`src/rtl/prld_pkg.sv`:
```
// prld_pkg: shared types and constants for the PackBits run-length decoder.
// No dependencies; imported by prld_decode and packbits_rle_decoder.
package prld_pkg;

  localparam int ByteW  = 8;
  localparam int TdataW = 16;

  typedef enum logic [1:0] {
    PH_HEADER  = 2'd0,
    PH_LITERAL = 2'd1,
    PH_REPEAT  = 2'd2
  } phase_t;

  // One decode step's result toward the output register.
  typedef struct packed {
    logic             emit;
    logic [ByteW-1:0] out_byte;
    logic [ByteW-1:0] run_length;
  } dec_result_t;

endpackage

```
`src/rtl/prld_decode.sv`:
```
// prld_decode: phase / count state of the decoder and the per-byte decision.
// Depends on prld_pkg.
module prld_decode (
  input  logic                       clk,
  input  logic                       rst,
  input  logic                       step,     // consume in_byte this cycle
  input  logic [prld_pkg::ByteW-1:0] in_byte,
  output prld_pkg::dec_result_t      result
);
  import prld_pkg::*;

  phase_t           phase, phase_next;
  logic [ByteW-1:0] remaining, remaining_next;
  logic [ByteW-1:0] rem_dec;

  assign rem_dec = (remaining != '0) ? remaining - 8'd1 : '0;

  always_comb begin
    phase_next        = phase;
    remaining_next    = remaining;
    result.emit       = 1'b0;
    result.out_byte   = in_byte;
    result.run_length = 8'd1;
    case (phase)
      PH_LITERAL: begin
        result.emit    = 1'b1;
        remaining_next = rem_dec;
        if (rem_dec == '0) phase_next = PH_HEADER;
      end
      PH_REPEAT: begin
        result.emit       = 1'b1;
        result.run_length = remaining;
        remaining_next    = '0;
        phase_next        = PH_HEADER;
      end
      default: begin
        // header: sign bit picks literal block or repeat run
        if (!in_byte[ByteW-1]) begin
          remaining_next = in_byte + 8'd1;
          phase_next     = PH_LITERAL;
        end else begin
          remaining_next = 8'd1 - in_byte;   // 257 - b, modulo 256
          phase_next     = PH_REPEAT;
        end
      end
    endcase
  end

  always_ff @(posedge clk) begin
    if (rst) begin
      phase     <= PH_HEADER;
      remaining <= '0;
    end else if (step) begin
      phase     <= phase_next;
      remaining <= remaining_next;
    end
  end

endmodule

```
`src/rtl/packbits_rle_decoder.sv`:
```
// packbits_rle_decoder: top level, input register, decode step, output register.
// Depends on prld_pkg and prld_decode.
//
// Usage:
//   Slave side (s_tvalid/s_tready/s_tdata) takes one compressed byte per beat.
//   Master side (m_tvalid/m_tready/m_tdata) gives one decoded run per beat:
//   m_tdata[7:0] is the byte value, m_tdata[15:8] the copy count (1..129,
//   1 for every literal). Header bytes are consumed and give no beat.
//   A data byte reaches the master side through two register stages: the
//   input register and the result register. Throughput: one byte per cycle
//   while the master side is not stalled, set by the combinational decode step
//   between the two registers; a header uses an input slot but gives no beat.
//   Reset (rst, synchronous, active high) returns the decoder to the header
//   phase and empties both register stages.
//   When the receiver stalls, the pending result holds steady; the input
//   register still takes one more byte and headers keep draining, so
//   s_tready drops only while a data byte waits behind a stalled result.
module packbits_rle_decoder (
  input  logic                        clk,
  input  logic                        rst,
  input  logic                        s_tvalid,
  output logic                        s_tready,
  input  logic [prld_pkg::ByteW-1:0]  s_tdata,   // [7:0] in_byte
  output logic                        m_tvalid,
  input  logic                        m_tready,
  output logic [prld_pkg::TdataW-1:0] m_tdata    // [7:0] out_byte, [15:8] run_length
);
  import prld_pkg::*;

  // input register
  logic             in_valid;
  logic [ByteW-1:0] in_byte;

  dec_result_t result;
  logic        out_free;
  logic        advance;

  assign out_free = !m_tvalid || m_tready;
  // a header never needs the output register, so it always advances
  assign advance  = in_valid && (!result.emit || out_free);
  assign s_tready = !in_valid || advance;

  always_ff @(posedge clk) begin
    if (rst) begin
      in_valid <= 1'b0;
    end else if (s_tready) begin
      in_valid <= s_tvalid;
    end
  end

  always_ff @(posedge clk) begin
    if (s_tready && s_tvalid) in_byte <= s_tdata;
  end

  prld_decode u_decode (
    .clk     (clk),
    .rst     (rst),
    .step    (advance),
    .in_byte (in_byte),
    .result  (result)
  );

  // result register
  always_ff @(posedge clk) begin
    if (rst) begin
      m_tvalid <= 1'b0;
    end else if (out_free) begin
      m_tvalid <= advance && result.emit;
    end
  end

  always_ff @(posedge clk) begin
    if (out_free && advance && result.emit) begin
      m_tdata <= {result.run_length, result.out_byte};
    end
  end

endmodule

```
`config.mk`:
```
export PLATFORM = sky130hd
export DESIGN_NAME = packbits_rle_decoder
export DESIGN_NICKNAME = d
export VERILOG_FILES = /design/src/rtl/prld_pkg.sv /design/src/rtl/prld_decode.sv /design/src/rtl/packbits_rle_decoder.sv
export SDC_FILE = /design/constraint.sdc
export NUM_CORES = 1
export LEC_CHECK = 0
export ABC_AREA = 1
export CAP_MARGIN = 5
export CORE_MARGIN = 1.5
export CORE_UTILIZATION = 60
export DETAILED_ROUTE_END_ITERATION = 10
export DONT_BUFFER_PORTS = 1
export PLACE_DENSITY_LB_ADDON = 0.12
export SLEW_MARGIN = 20
export SYNTH_ARGS = -nofsm -noshare
export SYNTH_HDL_FRONTEND = slang
export SYNTH_SLANG_ARGS = --single-unit
```
`constraint.sdc`:
```
create_clock -name clk -period 3.9 [get_ports clk]
set_input_delay 0.39 -clock clk [delete_from_list [all_inputs] [get_ports clk]]
set_output_delay 0.39 -clock clk [all_outputs]
set_load 0.02 [all_outputs]
```
# ---- Yosys cells after proc, flatten, opt, wreduce, memory -nomap -nowiden
# Index checks and enable logic that the tools add are counted.
dict set report totals {
  regBits 36
  latch_bits 0
  ramBits 0
  rom_bits 0
  input_bits 12
  output_inout_bits 18
  wordCells 35
  mem_count 0
}
dict set report classes {
  addsub 3
  n_mul 0
  div_mod_pow 0
  order_cmp 0
  eq_ne 3
  shift 0
  muxes 7
  n_bitwise 0
  reduce_logical 15
}
# cell n
set op_table {}
lappend op_table {{2-to-1 mux 8 bit} 2}
lappend op_table {{case mux 8 bit (2 select lines)} 1}
lappend op_table {{adder 8 x 1 -> 8 bit, second input constant} 1}
lappend op_table {{zero test 8 bit} 1}
lappend op_table {{nonzero test 8 bit} 1}
lappend op_table {{subtractor 1 x 8 -> 8 bit, first input constant} 1}
lappend op_table {{subtractor 8 x 1 -> 8 bit, second input constant} 1}
lappend op_table {{logical AND 1 bit} 5}
lappend op_table {{2-to-1 mux 2 bit} 2}
lappend op_table {{case mux 2 bit (2 select lines)} 1}
lappend op_table {{zero test 1 bit} 3}
lappend op_table {{logical OR 1 bit} 3}
lappend op_table {{== test 2 x 1 -> 1 bit, second input constant} 1}
lappend op_table {{== test 2 bit, second input constant} 1}
lappend op_table {{!= test 2 x 1 -> 1 bit, second input constant} 1}
lappend op_table {{AND reduction 2 bit} 1}
lappend op_table {{OR reduction 2 bit} 1}
lappend op_table {{2-to-1 mux 1 bit} 1}

# ---- Logic depth before layout (Yosys ltp)
# Gate-level depths: netlist of the first run.
dict set report logic_depth {
  depth_word 8
  depth_mapped 14
}

# ---- Cells and area by module
# Synthesis of the first run repeated with hierarchy kept, for this count alone.
dict set report hier_totals {
  hier_cells 228
  hier_area_um2 1925.6
}
# mod n_inst cells_per_inst area_each_um2
set modules_own_cells {}
lappend modules_own_cells {prld_decode 1 185 1083.5}
lappend modules_own_cells {packbits_rle_decoder 1 43 842.1}

# ---- Least setup slack after synthesis of the first run
# Ideal clock, no wire load.
dict set report synth_timing {
  kind {register to register}
  startpoint {register u_decode.phase[0]}
  endpoint {register in_byte[0], enable pin}
  arrival_ns 1.333
  required_ns 3.522
  path_slack_ns 2.189
  stages_incl_launch_ff 5
  n_path_buf 0
  cell_sequence {dfxtp_1 inv_1 ha_1 inv_2 a31oi_1}
}
dict set report synth_between {
  elab_chain_len 8
  elab_cells_between_ends 9
}
# item line
set synth_lines {}
lappend synth_lines {{start: declaration} prld_decode.sv:12} ;# phase_t phase, phase_next;
lappend synth_lines {{start signal: assignment} prld_decode.sv:54} ;# phase <= phase_next;
lappend synth_lines {{== test 2 x 1 -> 1 bit / == test 2 bit (equally long branches)} prld_decode.sv:24} ;# case (phase)
lappend synth_lines {{OR reduction 2 bit (no source line) (*)} -}
lappend synth_lines {{2-to-1 mux 1 bit (*)} prld_decode.sv:24}
lappend synth_lines {{zero test 1 bit (*)} packbits_rle_decoder.sv:40} ;# assign advance = in_valid && (!result.emit || out_free);
lappend synth_lines {{logical OR 1 bit (*)} packbits_rle_decoder.sv:40}
lappend synth_lines {{logical AND 1 bit (*)} packbits_rle_decoder.sv:40}
lappend synth_lines {{logical OR 1 bit (*)} packbits_rle_decoder.sv:41} ;# assign s_tready = !in_valid || advance;
lappend synth_lines {{logical AND 1 bit (*)} packbits_rle_decoder.sv:52} ;# if (s_tready && s_tvalid) in_byte <= s_tdata;
lappend synth_lines {{end signal: assignment} packbits_rle_decoder.sv:52}
lappend synth_lines {{end: declaration} packbits_rle_decoder.sv:32} ;# logic [ByteW-1:0] in_byte;
# Every way passes the cells marked *; elsewhere a longest branch is shown, timed or not.
# A chain may end at the register's enable or synchronous reset.

# ---- Worst setup path after layout of the first run
dict set report layout_timing {
  startpoint {register u_decode.phase[0]}
  endpoint {register m_tdata[10] (netlist name), enable pin}
}
dict set report layout_between {
  elab_chain_len 8
  elab_cells_between_ends 9
}
# item line
set layout_lines {}
lappend layout_lines {{== test 2 x 1 -> 1 bit / == test 2 bit (equally long branches)} prld_decode.sv:24}
lappend layout_lines {{OR reduction 2 bit (no source line) (*)} -}
lappend layout_lines {{2-to-1 mux 1 bit (*)} prld_decode.sv:24}
lappend layout_lines {{zero test 1 bit} packbits_rle_decoder.sv:40}
lappend layout_lines {{logical OR 1 bit} packbits_rle_decoder.sv:40}
lappend layout_lines {{logical AND 1 bit} packbits_rle_decoder.sv:40}
lappend layout_lines {{logical AND 1 bit} packbits_rle_decoder.sv:73} ;# if (out_free && advance && result.emit) begin
lappend layout_lines {{logical AND 1 bit (*)} packbits_rle_decoder.sv:73}
lappend layout_lines {{end signal: assignment} packbits_rle_decoder.sv:74} ;# m_tdata <= {result.run_length, result.out_byte};
lappend layout_lines {{end: declaration} packbits_rle_decoder.sv:26} ;# output logic [prld_pkg::TdataW-1:0] m_tdata
# Marks and branches as above.

==> results of run 1 <==
[metrics by stage]
step | hold WS [ns] | cells | util, % | instance area [sq um]
finish | 0.103 | 249 | 65.3 | 1960
global route | 0.0842 | 249 | 65.3 | 1960
CTS | 0.0849 | 249 | 65.3 | 1960
detailed placement | 0.463 | 241 | 62.7 | 1880
global placement | 0.461 | 241 | 62.7 | 1880
floorplan | 0.459 | 211 | - | 1860
[routing by layer]
metal,vias to the layer above,part of all wire (%)
met3,7,6.3
met5,-,0
met4,0,1.8
li1,715,-
met1,629,47
met2,48,45
[sequential cells by signal, indices dropped and copies added, names as in the netlist]
signal              count
m_tdata                16
m_tvalid                1
u_decode.remaining      8
u_decode.phase          2
in_byte                 8
in_valid                1
[cell usage in the layout, fill, tap and decap left out, drive strengths merged]
master	n
nand2	42
inv	39
edfxtp	24
nand3	18
nor2	18
o21ai	16
dfxtp	12
a21oi	8
ha	7
nand4	6
a31oi	5
clkbuf	5
xor2	4
nor3	2
a22oi	2
nand3b	1
o22ai	1
or2	1
o221a	1
nor4	1
clkinv	1
clkinvlp	1
bufinv	1
[where the power goes]
| part | leakage [nW] | internal, mW | switching (mW) |
|---|---|---|---|
| combinational | 0.508 | 0.0439 | 0.0883 |
| clock | 0.0412 | 0.134 | 0.119 |
| sequential | 0.313 | 0.428 | 0.0282 |
| total | 0.863 | 0.605 | 0.235 |
[layout make-up]
| cell class | count | area [sq um] | share of cell area, % |
|---|---|---|---|
| clock buffer | 5 | 37.5 | 1.91 |
| inverter | 39 | 149 | 7.59 |
| clock inverter | 3 | 42.5 | 2.17 |
| sequential | 36 | 961 | 49.0 |
| tap | 33 | 41.3 | 2.10 |
| multi-input combinational | 133 | 731 | 37.2 |
[kinds of logic after synthesis]
logic type                 synth area share, %
and+or+nand+nor                           22.6
buffers and inverters                     9.20
DFF                                       51.6
AOI/OAI and AO/OA                         10.1
adders and majority gates                 4.70
xor gates and xnor gates                  1.88
[final timing paths]
check        slack (ns)  cells past startpoint                end               from
min reg2reg        0.54                      2  u_decode.phase[1]  u_decode.phase[1]
min                0.10                      1           in_valid                rst
max                1.82                      8        m_tdata[10]  u_decode.phase[0]
max reg2reg        1.82                      8        m_tdata[10]  u_decode.phase[0]
==> flow_summary.ini, run 1 <==
[run_status]
run_status = complete, no violations

[pwr]
vdd.ir_drop.worst_uv = 298
power_mw = 0.840
leakagePower_nw = 0.863
cellPowerDensity_mw_per_mm2 = 428

[global_routing]
groute.usage.overall_pct = 22.3
grt_remaining_overflow = 0
number_of_global_route_vias_before_repair = 1222
grt.met3_usage_pct = 4.62
top_usage_layer = met2
first_pass_grt_wire_length_um = 5570
gr-usage-met1_pct = 32.1
largest_net_degree_at_the_start_of_global_routing = 18
gr-usage-met2_pct = 32.5
antenna_found_initial = 0

[clock_network]
clockBufferDepth = 2
clock-root-buffer = sky130_fd_sc_hd__clkbuf_4
post_cts_buffers = 0
total_of_hold_buffers_inserted_after_clock_tree_synthesis = 0
cts-htree-levels = 2
clk_pin_slew_worst_paths_ns = 0.11
cts_tree = yes
ctsResizeCount = 0
cts.sink_count = 36
insertion_delay_ns = 0.34
clock_buffers_created_by_tritoncts = 5

[synthesis]
synth_top_area_share_pct = 38.7
count_of_flip_flops_with_a_built_in_enable_after_synthesis = 24
synthCells = 211
postSynthRegisterBits = 36
netlist_area_sq_mm = 0.00186
synthDominantAreaCellType = sky130_fd_sc_hd__edfxtp_1
yosysSeqAreaShare_pct = 51.6
synth_nets = 230
ys_top_cells_by_area = sky130_fd_sc_hd__edfxtp_1 39%, sky130_fd_sc_hd__dfxtp_1 13%, sky130_fd_sc_hd__nand2_1 7.5%
yosysWarningCount = 0
most_used_dff_post_synth = sky130_fd_sc_hd__edfxtp_1
synthesis.area_per_instance_sq_um = 8.83
ys_types = 29
asyncSetResetFlopFracSynth_pct = 0
synth.most_common_cell = sky130_fd_sc_hd__nand2_1
netlist_top_cells_count = 37 x sky130_fd_sc_hd__nand2_1, 31 x sky130_fd_sc_hd__inv_1, 24 x sky130_fd_sc_hd__edfxtp_1, 15 x sky130_fd_sc_hd__nand3_1, 14 x sky130_fd_sc_hd__nor2_1

[route]
drtAntennaViolNets = 0
routed_wl_um = 3380
dr.pass1.iters = 4
vias = 1399
route.detailed.wl_per_inst_um = 13.6
detail_route.drc_violations = 0
detailedRoute.firstIterationViolations = 52
viasPerCell = 5.62

[placed_design]
port_buffers = 0
place_hpwl_um = 2590
place.gp.congestion = 0.899
preCtsSetupSlack_ns = 1.84

[die]
die_y_um = 58.7
floorplan.rows = 20
core-area_sq_mm = 0.00300
io_pins = 30
floorplan.die_area_sq_mm = 0.00345
die_width_um = 58.7
initial_core_util_pct = 62.0

[sta]
timing_max_transition_violations_final = 0
finalWorstPathRequiredPeriod_ns = 2.08
worst_clock_skew_ns = 0.00875
fmax_mhz = 480
share_of_the_cycle_needed_by_the_critical_path_after_routing_pct = 53.4
grt_setup_unrepaired = no
fin_tns_setup_ns = 0
hold_violations = 0
layout_setup_ws_ns = 1.82
max_slew.worst_pin.slew_ns = 0.823
final-setup-viol-count = 0
max-slew-margin-rel_pct = 44.9

[worst_setup_path]
path_buf_inv = 4
path_cells = inv_1, ha_1, inv_2, nand2_1, nand2_1, inv_2, nand2_1, inv_2
critPathSlowestCell = sky130_fd_sc_hd__ha_1
worstPathRequired_ns = 3.92
cp_max_stage_delay_ns = 0.40
critical_path.startpoint_type = flop
critPathMaxFanout = 17
worstPathArrival_ns = 2.10
critical_path.endpoint_type = flop
timing.critical_path.max_delay_family = buffers and inverters
setup.worst_path.class = flop to flop

[cells_and_area]
antenna_cells_inserted = 0
nNetsFinal = 234
layout-drive-gt1-share_pct = 13.4
final.fill_count = 246
syn_to_final_growth_pct = 5.31

[flow_run]
maximum_capacitance_violations = 0

[hold_path]
hp-class = input pin to flop
Power figures use the tool's default switching activity.
==> run 2, diff against run 1 <==
ABC_AREA = 0   (was 1)
clock period = 2 ns   (was 3.9 ns; I/O delays follow)
==> flow_summary.ini, run 2 <==
[hold_path]
worst_hold_startpoint = rst
worst_hold_path.endpoint = u_decode.phase[1]
hp-class = input pin to flop
hold_path_depth = 2

[placed_design]
preCtsSetupSlack_ns = -0.0634
place.gp.congestion = 0.916
placed_area_sq_mm = 0.00190
port_buffers = 0
place_hpwl_um = 2640
place_inst = 204

[route]
dr.pass1.iters = 4
detailedRoute.firstIterationViolations = 72
met1Wirelength_um = 1670
route.detailed.wl_per_inst_um = 18.0
detail_route.drc_violations = 0
viasPerCell = 6.37
drtAntennaViolNets = 0
routed_wl_um = 4060
met2RoutedLength_um = 2090
top_layer_used = met4
vias = 1440
wl_met3_um = 200

[worst_setup_path]
worstPathArrival_ns = 2.20
critical_path.startpoint_type = flop
cp_max_stage_delay_ns = 0.37
critPathMaxFanout = 4
rr_endpoint = u_decode.phase[0]
worst-r2r-setup-slack_ns = 0.04
path_buf_inv = 1
path_cells = inv_1, ha_1, nor4bb_4, nand4_1, nor2b_1, a22o_1, a211o_1
setup.worst_path.class = flop to flop
critPathSlowestCell = sky130_fd_sc_hd__dfxtp_2
timing.critical_path.max_delay_family = simple AND/OR/NAND/NOR gates
reg2reg_from = u_decode.remaining[0]
worst_r2r_path_depth = 7
critical_path.endpoint_type = flop
worstPathRequired_ns = 2.24

[die]
floorplan.die_area_sq_mm = 0.00332
core-area_sq_mm = 0.00278
die_y_um = 57.6
floorplan.rows = 19
initial_core_util_pct = 64.3
die_width_um = 57.6
io_pins = 30

[sta]
max-slew-margin-rel_pct = 53.9
final-setup-viol-count = 0
timing_max_transition_violations_final = 0
grt_setup_unrepaired = yes
hold_ws_ns = 0.110
worst_clock_skew_ns = 0.00664
max_slew.worst_pin.slew_ns = 0.687
layout_setup_ws_ns = 0.0429
finalWorstPathRequiredPeriod_ns = 1.96
fmax_mhz = 511
hold_violations = 0
share_of_the_cycle_needed_by_the_critical_path_after_routing_pct = 97.9

[pwr]
leakagePower_nw = 0.805
vdd.ir_drop.worst_uv = 701
cellPowerDensity_mw_per_mm2 = 761

[synthesis]
ys_types = 46
synthCells = 166
synth_top_area_share_pct = 40.3
synthesis.area_per_instance_sq_um = 10.8
netlist_area_sq_mm = 0.00179
yosysWarningCount = 0
synth_nets = 185
postSynthRegisterBits = 36
netlist_top_cells_count = 24 x sky130_fd_sc_hd__edfxtp_1, 13 x sky130_fd_sc_hd__nor2_1, 12 x sky130_fd_sc_hd__dfxtp_1, 10 x sky130_fd_sc_hd__inv_1, 9 x sky130_fd_sc_hd__and2_1
synthDominantAreaCellType = sky130_fd_sc_hd__edfxtp_1
asyncSetResetFlopFracSynth_pct = 0
ys_top_cells_by_area = sky130_fd_sc_hd__edfxtp_1 40%, sky130_fd_sc_hd__dfxtp_1 13%, sky130_fd_sc_hd__ha_1 4.9%
most_used_dff_post_synth = sky130_fd_sc_hd__edfxtp_1
synth.most_common_cell = sky130_fd_sc_hd__edfxtp_1
count_of_flip_flops_with_a_built_in_enable_after_synthesis = 24
yosysSeqAreaShare_pct = 53.7

[cells_and_area]
largest_register_ff_count = 16
largest-register = m_tdata
layout.cells.non_filler = 226
most-common-layout-cells = 24 x sky130_fd_sc_hd__edfxtp_1, 16 x sky130_fd_sc_hd__buf_4, 11 x sky130_fd_sc_hd__nor2_1
nNetsFinal = 213
layout.cells.most_common = sky130_fd_sc_hd__edfxtp_1
reg_top3 = m_tdata x16, in_byte x8, u_decode.remaining x8
final_core_utilization_pct = 78.1
final_area_sq_mm = 0.00217
antenna_cells_inserted = 0
syn_to_final_growth_pct = 21.5
layout-drive-gt1-share_pct = 21.0

[global_routing]
first_pass_grt_wire_length_um = 6680
antenna_found_initial = 0
largest_net_degree_at_the_start_of_global_routing = 17
groute.usage.overall_pct = 27.1
number_of_global_route_vias_before_repair = 1433
grt_remaining_overflow = 0

[run_status]
run_status = complete, no violations

[clock_network]
cts_tree = yes
insertion_delay_ns = 0.35
cts-htree-levels = 2
clockBufferDepth = 2
clock-root-buffer = sky130_fd_sc_hd__clkbuf_4
cts.sink_count = 36
clk_pin_slew_worst_paths_ns = 0.11
clock_buffers_created_by_tritoncts = 5

[flow_run]
maximum_capacitance_violations = 0
[run 2: logic make-up (layout without fill, tap and decap cells)]
group	Yosys count	after routing	share of synthesized area, %
AO/OA/AOI/OAI	42	42	15.9
XOR/XNOR	4	4	1.96
adder cells (fa/ha/maj)	7	7	4.89
buffers and inverters	15	44	3.22
flip-flops	36	36	53.7
multiplexers	3	3	1.75
AND/OR/NAND/NOR	59	59	18.5
[run 2: layout make-up]
type	count	area, sq um
clock inverter	3	37.5
multi-input combinational	115	832
fill	175	608
sequential	36	966
clock buffer	5	37.5
timing repair buffer	26	220
tap	31	38.8
inverter	10	41.3
[run 2: power by group]
part	leakage [nW]	switching [mW]	internal (mW)	total [mW]
sequential	0.331	0.0428	0.826	0.869
clock	0.0403	0.247	0.255	0.502
combinational	0.434	0.147	0.135	0.281
[run 2: how the worst max path moves through the flow]
stage / startpoint / endpoint / cells past startpoint
4_1_cts: u_decode.phase[0] / s_tready / 7
3_3_place_gp: u_decode.remaining[1] / u_decode.phase[0] / 7
3_5_place_dp: u_decode.remaining[1] / u_decode.phase[0] / 7
5_1_grt: u_decode.remaining[0] / u_decode.phase[0] / 7
6_report: u_decode.remaining[0] / u_decode.phase[0] / 7
2_1_floorplan: u_decode.phase[0] / m_tdata[0] / 5
[run 2: timing repair]
action                                 CTS  global route
endpoints found under the hold margin   18             0
setup buffers                            1             3
hold buffers                            10             0
pin swaps                                1             2
setup endpoints to repair                3            18
resized for setup                        4            16
[run 2: metrics by stage]
step	total power [mW]	TNS, ns
floorplan	1.03	0
global placement	1.10	0
detailed placement	1.10	-0.0634
CTS	1.62	0
global route	1.71	-0.138
finish	1.65	0
[run 2: metal layers]
metal	global-route usage (%)	vias to the layer above
met4	13.0	0
met1	33.2	695
met5	0	-
met3	4.76	10
met2	46.3	59
li1	-	676
==> run 3, diff against run 2 <==
CTS_BUF_LIST = sky130_fd_sc_hd__clkbuf_16   (was not set)
==> flow_summary.ini, run 3 (synthesized netlist as in run 2, its figures left out) <==
[global_routing]
number_of_global_route_vias_before_repair = 1313
largest_net_degree_at_the_start_of_global_routing = 17
first_pass_grt_wire_length_um = 6130
groute.usage.overall_pct = 24.6
antenna_found_initial = 0
grt_remaining_overflow = 0

[route]
routed_wl_um = 3820
detailedRoute.firstIterationViolations = 55
viasPerCell = 6.37
dr.pass1.iters = 4
vias = 1363
detail_route.drc_violations = 0
route.detailed.wl_per_inst_um = 17.9
drtAntennaViolNets = 0

[pwr]
vdd.ir_drop.worst_uv = 833
cellPowerDensity_mw_per_mm2 = 927
power_switching_mw = 0.452
power_report.internal_total_mw = 1.52
power.switching_fraction_pct = 22.9
power.sequential.fraction_pct = 44.1
power_frac_clock_pct = 43.2
power.share.combinational_pct = 12.7
leakagePower_nw = 0.789

[hold_path]
hp-class = input pin to flop
worst_hold_path.endpoint = u_decode.remaining[6]
worst_hold_startpoint = rst
hold_path_depth = 1

[clock_network]
clock-root-buffer = sky130_fd_sc_hd__clkbuf_16
insertion_delay_ns = 0.28
cts-htree-levels = 2
clockBufferDepth = 2
cts_tree = yes
clk_pin_slew_worst_paths_ns = 0.05
cts.sink_count = 36
clock_buffers_created_by_tritoncts = 5

[sta]
worst_clock_skew_ns = 0.00369
max_slew.worst_pin.slew_ns = 0.671
fmax_mhz = 513
max-slew-margin-rel_pct = 55.0
grt_setup_unrepaired = yes
final-setup-viol-count = 0
timing_max_transition_violations_final = 0
share_of_the_cycle_needed_by_the_critical_path_after_routing_pct = 97.5
finalWorstPathRequiredPeriod_ns = 1.95
hold_violations = 0
layout_setup_ws_ns = 0.0503

[cells_and_area]
layout.cells.most_common = sky130_fd_sc_hd__edfxtp_1
largest-register = m_tdata
layout-drive-gt1-share_pct = 18.6
final_core_utilization_pct = 76.6
most-common-layout-cells = 24 x sky130_fd_sc_hd__edfxtp_1, 13 x sky130_fd_sc_hd__buf_4, 11 x sky130_fd_sc_hd__nor2_1
multiInputGateArea_sq_um = 813
nNetsFinal = 201
final_area_sq_mm = 0.00213
largest_register_ff_count = 16
antenna_cells_inserted = 0
reg_top3 = m_tdata x16, in_byte x8, u_decode.remaining x8
final.fill_count = 190
ff_latch_area_sq_um = 966
syn_to_final_growth_pct = 19.0

[die]
floorplan.die_area_sq_mm = 0.00332
initial_core_util_pct = 64.3
die_width_um = 57.6
io_pins = 30
floorplan.rows = 19
die_y_um = 57.6
core-area_sq_mm = 0.00278

[worst_setup_path]
rr_endpoint = u_decode.phase[0]
worstPathArrival_ns = 2.11
critPathMaxFanout = 4
reg2reg_from = u_decode.remaining[0]
critical_path.endpoint_type = flop
timing.critical_path.max_delay_family = compound AO/OA/AOI/OAI gates
setup.worst_path.class = flop to flop
worst_r2r_path_depth = 7
worstPathRequired_ns = 2.16
worst-r2r-setup-slack_ns = 0.05
path_cells = inv_1, ha_2, or4b_4, o21ai_2, nor2b_2, a22o_1, a211o_1
path_buf_inv = 1
critical_path.startpoint_type = flop
cp_max_stage_delay_ns = 0.48
critPathSlowestCell = sky130_fd_sc_hd__or4b_4

[placed_design]
port_buffers = 0
place_hpwl_um = 2640
preCtsSetupSlack_ns = -0.0634
placed_area_sq_mm = 0.00190
place.gp.congestion = 0.916

[flow_run]
maximum_capacitance_violations = 0

[run_status]
run_status = complete, no violations
run 3: cell count changes in the layout (fill, tap and decap cells not counted), moves of 2 or more:
| cell | change |
|---|---|
| sky130_fd_sc_hd__clkbuf_4 | -5 |
| sky130_fd_sc_hd__clkbuf_16 | +5 |
| sky130_fd_sc_hd__buf_4 | -3 |
| sky130_fd_sc_hd__dlygate4sd3_1 | -9 |
| sky130_fd_sc_hd__o21ai_1 | -2 |
| sky130_fd_sc_hd__o21ai_0 | +2 |
run 3: area by class of cell:
cell class	count	share of cell area (%)
Tap cell	31	1.82
Multi-Input combinational cell	115	38.2
Clock buffer	5	5.88
Clock inverter	3	1.76
Inverter	10	1.94
Timing Repair Buffer	14	5.05
Sequential cell	36	45.4
run 3: timing repair:
action / CTS / global route
buffers inserted: 1 / 0
hold buffers: 1 / 0
pin swaps: 1 / 1
endpoints found under the setup margin: 3 / 7
hold endpoints to repair: 9 / 0
resized for setup: 2 / 11
run 3: per-stage QoR:
stage	total power [mW]	std cells	hold slack [ns]	setup TNS, ns
final	1.97	214	0.0109	0
after global routing	2.03	214	0.0118	-0.0418
after CTS	1.96	214	0.0129	0
after detailed placement	1.10	204	0.270	-0.0634
after global placement	1.10	204	0.268	0
after floorplan	1.03	166	0.299	0
run 3: layer usage:
| metal | vias to the layer above | wire, um | GRT usage, % | part of all wire, % |
|---|---|---|---|---|
| met5 | - | 0 | 0 | 0 |
| met1 | 629 | 1600 | 32.3 | 42 |
| met2 | 66 | 1820 | 39.1 | 48 |
| li1 | 649 | - | - | - |
| met3 | 19 | 235 | 5.44 | 6.2 |
| met4 | 0 | 158 | 10.6 | 4.1 |
run 3: worst max-delay path by stage:
| stage | startpoint | to | cells past startpoint |
|---|---|---|---|
| after detailed placement | u_decode.remaining[1] | u_decode.phase[0] | 7 |
| after global placement | u_decode.remaining[1] | u_decode.phase[0] | 7 |
| after global routing | u_decode.remaining[1] | u_decode.phase[0] | 7 |
| final | u_decode.remaining[0] | u_decode.phase[0] | 7 |
| after CTS | u_decode.remaining[2] | u_decode.remaining[6] | 5 |
| after floorplan | u_decode.phase[0] | m_tdata[0] | 5 |
run 3: power groups by stage:
stage | clock network [mW] | logic [mW] | registers (mW)
4_1_cts | 0.859 | 0.229 | 0.868
3_3_place_gp | 0 | 0.213 | 0.882
2_1_floorplan | 0 | 0.158 | 0.876
6_report | 0.854 | 0.250 | 0.871
5_1_grt | 0.887 | 0.272 | 0.875
3_5_place_dp | 0 | 0.219 | 0.884
